### src/hdl/bpra_pkg.sv
// Package for the bitmap page-run allocator: sizes, codes and shared types.
// Used by the controller, the datapath and the top level.
`default_nettype none
package bpra_pkg;
   localparam int NUM_PAGES = 4096;
   localparam int PAGE_W    = $clog2(NUM_PAGES);
   localparam int LEN_W     = PAGE_W + 1;

   typedef enum logic [0:0] {
      OP_ALLOC = 1'b0,
      OP_FREE  = 1'b1
   } op_type;

   typedef enum logic [1:0] {
      ST_OK       = 2'd0,
      ST_NO_RUN   = 2'd1,
      ST_BOUNDS   = 2'd2,
      ST_NULL_PG  = 2'd3
   } status_type;

   // Commands from controller to datapath.
   typedef struct packed {
      logic clear_step; // clear one bitmap entry after reset
      logic load;      // capture request and decide on the immediate checks
      logic scan_init; // start a scan at the given lower bound
      logic scan_step; // examine one page
      logic fill_init; // start writing the range
      logic fill_step; // write one page
   } cmd_type;

   // Status from datapath to controller.
   typedef struct packed {
      logic clear_last; // last entry of the clearing pass
      logic early_done; // result known without scanning
      logic is_free;    // request is a free
      logic scan_hit;
      logic scan_end;   // scan reached its end without a hit
      logic pass_one;   // current scan is the first pass
      logic fill_last;
   } stat_type;
endpackage
`default_nettype wire

### src/hdl/bpra_ctrl.sv
// Controller of the page-run allocator: sequences clear, check, scan, fill, reply.
// Depends on bpra_pkg; commands bpra_datapath.
`default_nettype none
module bpra_ctrl (
   input  wire logic                clock,
   input  wire logic                reset,
   input  wire logic                req_fire,
   output logic                     req_ready,
   output logic                     rsp_valid,
   input  wire logic                rsp_ready,
   output bpra_pkg::cmd_type        cmd,
   input  wire bpra_pkg::stat_type  stat
);
   import bpra_pkg::*;

   typedef enum logic [6:0] {
      S_CLEAR = 7'b0000001,
      S_IDLE  = 7'b0000010,
      S_CHECK = 7'b0000100,
      S_SINIT = 7'b0001000,
      S_SCAN  = 7'b0010000,
      S_FILL  = 7'b0100000,
      S_RESP  = 7'b1000000
   } state_type;

   state_type state_ff, state_in;

   always_comb begin
      state_in  = state_ff;
      cmd       = '0;
      req_ready = 1'b0;
      rsp_valid = 1'b0;
      case (state_ff)
         S_CLEAR: begin
            cmd.clear_step = 1'b1;
            if (stat.clear_last) state_in = S_IDLE;
         end
         S_IDLE: begin
            req_ready = 1'b1;
            cmd.load  = req_fire;
            if (req_fire) state_in = S_CHECK;
         end
         S_CHECK: begin
            if (stat.early_done) state_in = S_RESP;
            else if (stat.is_free) begin
               cmd.fill_init = 1'b1;
               state_in = S_FILL;
            end else state_in = S_SINIT;
         end
         S_SINIT: begin
            cmd.scan_init = 1'b1;
            state_in = S_SCAN;
         end
         S_SCAN: begin
            cmd.scan_step = 1'b1;
            if (stat.scan_hit) state_in = S_FILL;
            else if (stat.scan_end) state_in = stat.pass_one ? S_SINIT : S_RESP;
         end
         S_FILL: begin
            cmd.fill_step = 1'b1;
            if (stat.fill_last) state_in = S_RESP;
         end
         S_RESP: begin
            rsp_valid = 1'b1;
            if (rsp_ready) state_in = S_IDLE;
         end
         default: state_in = S_IDLE;
      endcase
   end

   always_ff @(posedge clock) begin
      if (reset) state_ff <= S_CLEAR;
      else state_ff <= state_in;
   end
endmodule
`default_nettype wire

### config.mk
export PLATFORM = sky130hd
export DESIGN_NAME = bpra_ctrl
export DESIGN_NICKNAME = d
export VERILOG_FILES = /design/src/hdl/bpra_pkg.sv /design/src/hdl/bpra_ctrl.sv
export SDC_FILE = /design/constraint.sdc
export NUM_CORES = 1
export LEC_CHECK = 0
export BUFFER_PORTS_ARGS = -buffer_cell sky130_fd_sc_hd__buf_2
export CORE_AREA = 2 2 39 41
export DETAILED_ROUTE_END_ITERATION = 8
export DIE_AREA = 0 0 41 43
export PLACE_DENSITY_LB_ADDON = 0.25
export SYNTH_ARGS = -nofsm -noshare
export SYNTH_HDL_FRONTEND = slang
export SYNTH_SLANG_ARGS = --single-unit
### constraint.sdc
create_clock -name clock -period 4.8 [get_ports clock]
set_input_delay 0.72 -clock clock [delete_from_list [all_inputs] [get_ports clock]]
set_output_delay 0.72 -clock clock [all_outputs]
set_load 0.05 [all_outputs]
# Word-level counts from Yosys, hierarchy flattened
# Index checks and enable logic that the tools add are counted.
[totals] ff_bits=7 out_inout_bits=8 inputBits=11
[classes] n_eq_ne=12 n_reduce_logical=1 muxes=20
[op_table] cell="$mux 7" count=8
[op_table] cell="$pmux 7 s7" count=1
[op_table] cell="$mux 1" count=10
[op_table] cell="$ne 2x2->1 const B" count=4
[op_table] cell="$eq 7x1->1 const B" count=1
[op_table] cell="$eq 7x2->1 const B" count=1
[op_table] cell="$eq 7x3->1 const B" count=1
[op_table] cell="$eq 7x4->1 const B" count=1
[op_table] cell="$eq 7x5->1 const B" count=1
[op_table] cell="$eq 7x6->1 const B" count=1
[op_table] cell="$eq 7x7->1 const B" count=1
[op_table] cell="$mux 6" count=1
[op_table] cell="$reduce_and 5->1" count=1
[op_table] cell="$ne 3x3->1 const B" count=1

# Logic depth before layout (Yosys ltp)
[depth] depth_word=4 depth_mapped=5

# Worst setup path before layout
# No wires, ideal clock.
[synth_timing] path_type="register -> output" start="register state_ff[5]" end="output port cmd[4] (netlist name)" required_time_ps=4080 arrival_time_ps=2080 path_stages_with_launch=6 setup_slack_ps=2000 cell_sequence="dfxtp_1 clkbuf_1 nor3_1 nand2_1 nor3b_2 and2_1"
[synth_rtl] element="start: declaration" line="bpra_ctrl.sv:26" text="state_type state_ff, state_in;"
[synth_rtl] element="start signal: assignment" line="bpra_ctrl.sv:73" text="else state_ff <= state_in;"
[synth_rtl] element="end: declaration" line="bpra_ctrl.sv:11" text="output bpra_pkg::cmd_type cmd,"

==> impl_metrics.csv <==
group,metric,value,unit
die,die_height,43,um
die,start_util,0.406,
grt,gr-total-overflow,0,
routing,wl_met2,644,um
place,routabilityCongestion,0.766,
clocking,cts_buffers,3,
setup_path,critPathTopFamily,"simple AND/OR/NAND/NOR gates",
sta,rsz0062_at_grt,"false",
routing,top_layer,"met4",
die,coreArea,1380,um2
setup_path,arrival,1.75,ns
routing,antenna_left,0,
final_layout,fin_util,0.485,
sta,fmax,404,MHz
sta,setup_tns,0,ns
final_layout,regMostFlops,"state_ff",
synthesis,synth_seq_cells,7,
routing,drt_wl_total,1390,um
clocking,clk_pin_slew_worst_paths,0.06,ns
final_layout,syn2layout_area_growth,19.4,%
outcome,status,"finished clean",
clocking,cts_hold_buf,0,
power,sequentialPowerShare,0.399,
final_layout,regArea,140,um2
synthesis,syn_nets,83,
setup_path,path_buf_inv,1,
final_layout,final_common_cell,"buf_2",
hold_path,min_path_type,"reg2reg",
setup_path,critPathMaxFanout,10,
setup_path,critical_path_class,"reg2out",
die,die_x,41,um
clocking,clkLatencyLatePin,0.26,ns
final_layout,final_nets,102,
routing,via_per_inst,5.54,
power,power_density,257,nW/um2
final_layout,n_fill_cell,142,
sta,period_minus_slack,2.47,ns
sta,fin_ws,2.33,ns
power,p_leak,0.297,nW
sta,whs,0.604,ns
final_layout,diodes,0,
final_layout,reg.largest.list,"state_ff (7)",
synthesis,ys_warn_count,0,
setup_path,cp_cell_sequence,"nor3_1 > nand2_1 > nor3b_2 > and2_1 > buf_2",
synthesis,synth_area,562,um2
die,die-area,1760,um2
place,dpl.hpwl,1050,um
clocking,postCtsSetupRepairBufs,0,
place,place_ws,2.59,ns
setup_path,critical_path.startpoint_type,"flip-flop",
sta,post-route-period-util,0.516,
synthesis,ys_types,36,
grt,grt_pass1_wl,2300,um
grt,grt_use_total,0.195,
synthesis,synth_edf_count,0,
clocking,htreeDepth,1,
power,power.switching,0.0612,mW
run,drv_cap,0,
grt,antenna_found_initial,0,
final_layout,final_cell_mix,"buf_2 (18), nor2_1 (8), dfxtp_1 (7)",
sta,worst_pin_slew,0.398,ns
grt,grt_max_degree,13,
synthesis,ys.flop_type,"dfxtp_1",
clocking,cts_sinks,7,
synthesis,syn_avg_cell_area,7.80,um2
power,p_int,0.111,mW
synthesis,async_flop_share,0,
clocking,cts_resized,0,
setup_path,crit_path_top_delay_cell,"dfxtp_1",
place,port_buffers,18,
clocking,cts_root_buf,"clkbuf_4",
power,combPwrFrac,0.284,
clocking,cts_tree,"yes",
power,finalPower,0.173,mW
routing,drt_iter0_drc,8,
final_layout,fin_area,671,um2
die,fp-row-count,14,
setup_path,cp.required,4.08,ns
routing,vias,587,
place,place_area,644,um2
place,dpl.cell_count,102,
power,clockPowerShare,0.317,
sta,final.setup_skew,0.00941,ns
routing,wl_met3,58,um
routing,post_drt_wl_per_cell,13.1,um
synthesis,netlist_instances,72,
sta,final_max_slew_viol_count,0,
die,boundaryPins,19,
final_layout,multi_input_comb_area,379,um2
sta,relSlewSlack,0.735,
final_layout,drive_above_1_share,0.300,
grt,first_global_vias,533,
setup_path,slowest_delay,0.40,ns
power,ir_worst_vdd,78.7,uV
setup_path,critPathCaptureType,"output pin",
routing,drt-met1-wl,671,um
routing,drt_pass1_iterations,2,
routing,drc,0,
synthesis,ys_seq_area_frac,0.249,
sta,setup_viol_count_final,0,
sta,hold_violations,0,
final_layout,fin_cells,106,
power,switching_share,0.355,
clocking,clockBufferDepth,2,
final_layout,largest_register_ffs,7,
## Yosys cell counts, types with 2 or more instances
master | number | area (um2)
nand2_1 | 2 | 7.51
dfxtp_1 | 7 | 140
a21oi_1 | 3 | 15.0
nor3_1 | 6 | 30.0
nor2b_1 | 2 | 12.5
nor2_1 | 8 | 30.0
nor4_1 | 2 | 12.5
a32oi_1 | 2 | 17.5
inv_1 | 4 | 15.0
nor3b_1 | 5 | 37.5
nand3b_1 | 2 | 15.0
o21ai_0 | 5 | 25.0
## layer usage
metal  global-route usage  vias to the layer above
met5                    0                        -
met4                0.120                        0
met3               0.0314                        2
met2                0.288                       15
met1                0.253                      262
li1                     -                      308
## worst register-to-register path, delay by kind of cell (launching register included)
kind             cells  cell delay (ns)
flip-flops           1             0.48
AND/OR/NAND/NOR      2             1.01
AO/OA/AOI/OAI        2             0.22
## area by class of cell
type | count | area share
flip-flops and latches | 7 | 0.209
clock buffers | 4 | 0.0392
well taps | 16 | 0.0299
multi-input cells | 57 | 0.565
repair buffers | 18 | 0.134
inverters | 4 | 0.0224
## power by group through the flow
| stage | Sequential (mW) | Clock (mW) | Combinational [mW] |
|---|---|---|---|
| 2_1_floorplan | 0.0656 | 0 | 0.0416 |
| 3_3_place_gp | 0.0701 | 0 | 0.0483 |
| 3_5_place_dp | 0.0700 | 0 | 0.0487 |
| 4_1_cts | 0.0688 | 0.0549 | 0.0488 |
| 5_1_grt | 0.0696 | 0.0600 | 0.0545 |
| 6_report | 0.0688 | 0.0547 | 0.0490 |
## worst paths after layout
kind	start	to	slack, ns	cells past startpoint
setup / recovery	state_ff[2]	cmd[4]	2.33	5
hold / removal	state_ff[0]	state_ff[1]	0.60	2
setup reg to reg	state_ff[4]	state_ff[5]	2.99	4
hold reg to reg	state_ff[0]	state_ff[1]	0.60	2
## cells by family (layout without fill, tap and decap cells)
kind of cell | after synthesis | count (layout) | synth area share
XOR/XNOR | 1 | 1 | 0.0156
AO/OA/AOI/OAI | 21 | 21 | 0.269
AND/OR/NAND/NOR | 35 | 35 | 0.390
buffers and inverters | 8 | 26 | 0.0757
flip-flops | 7 | 7 | 0.249
Note: power is estimated with default switching activity, not from simulation.
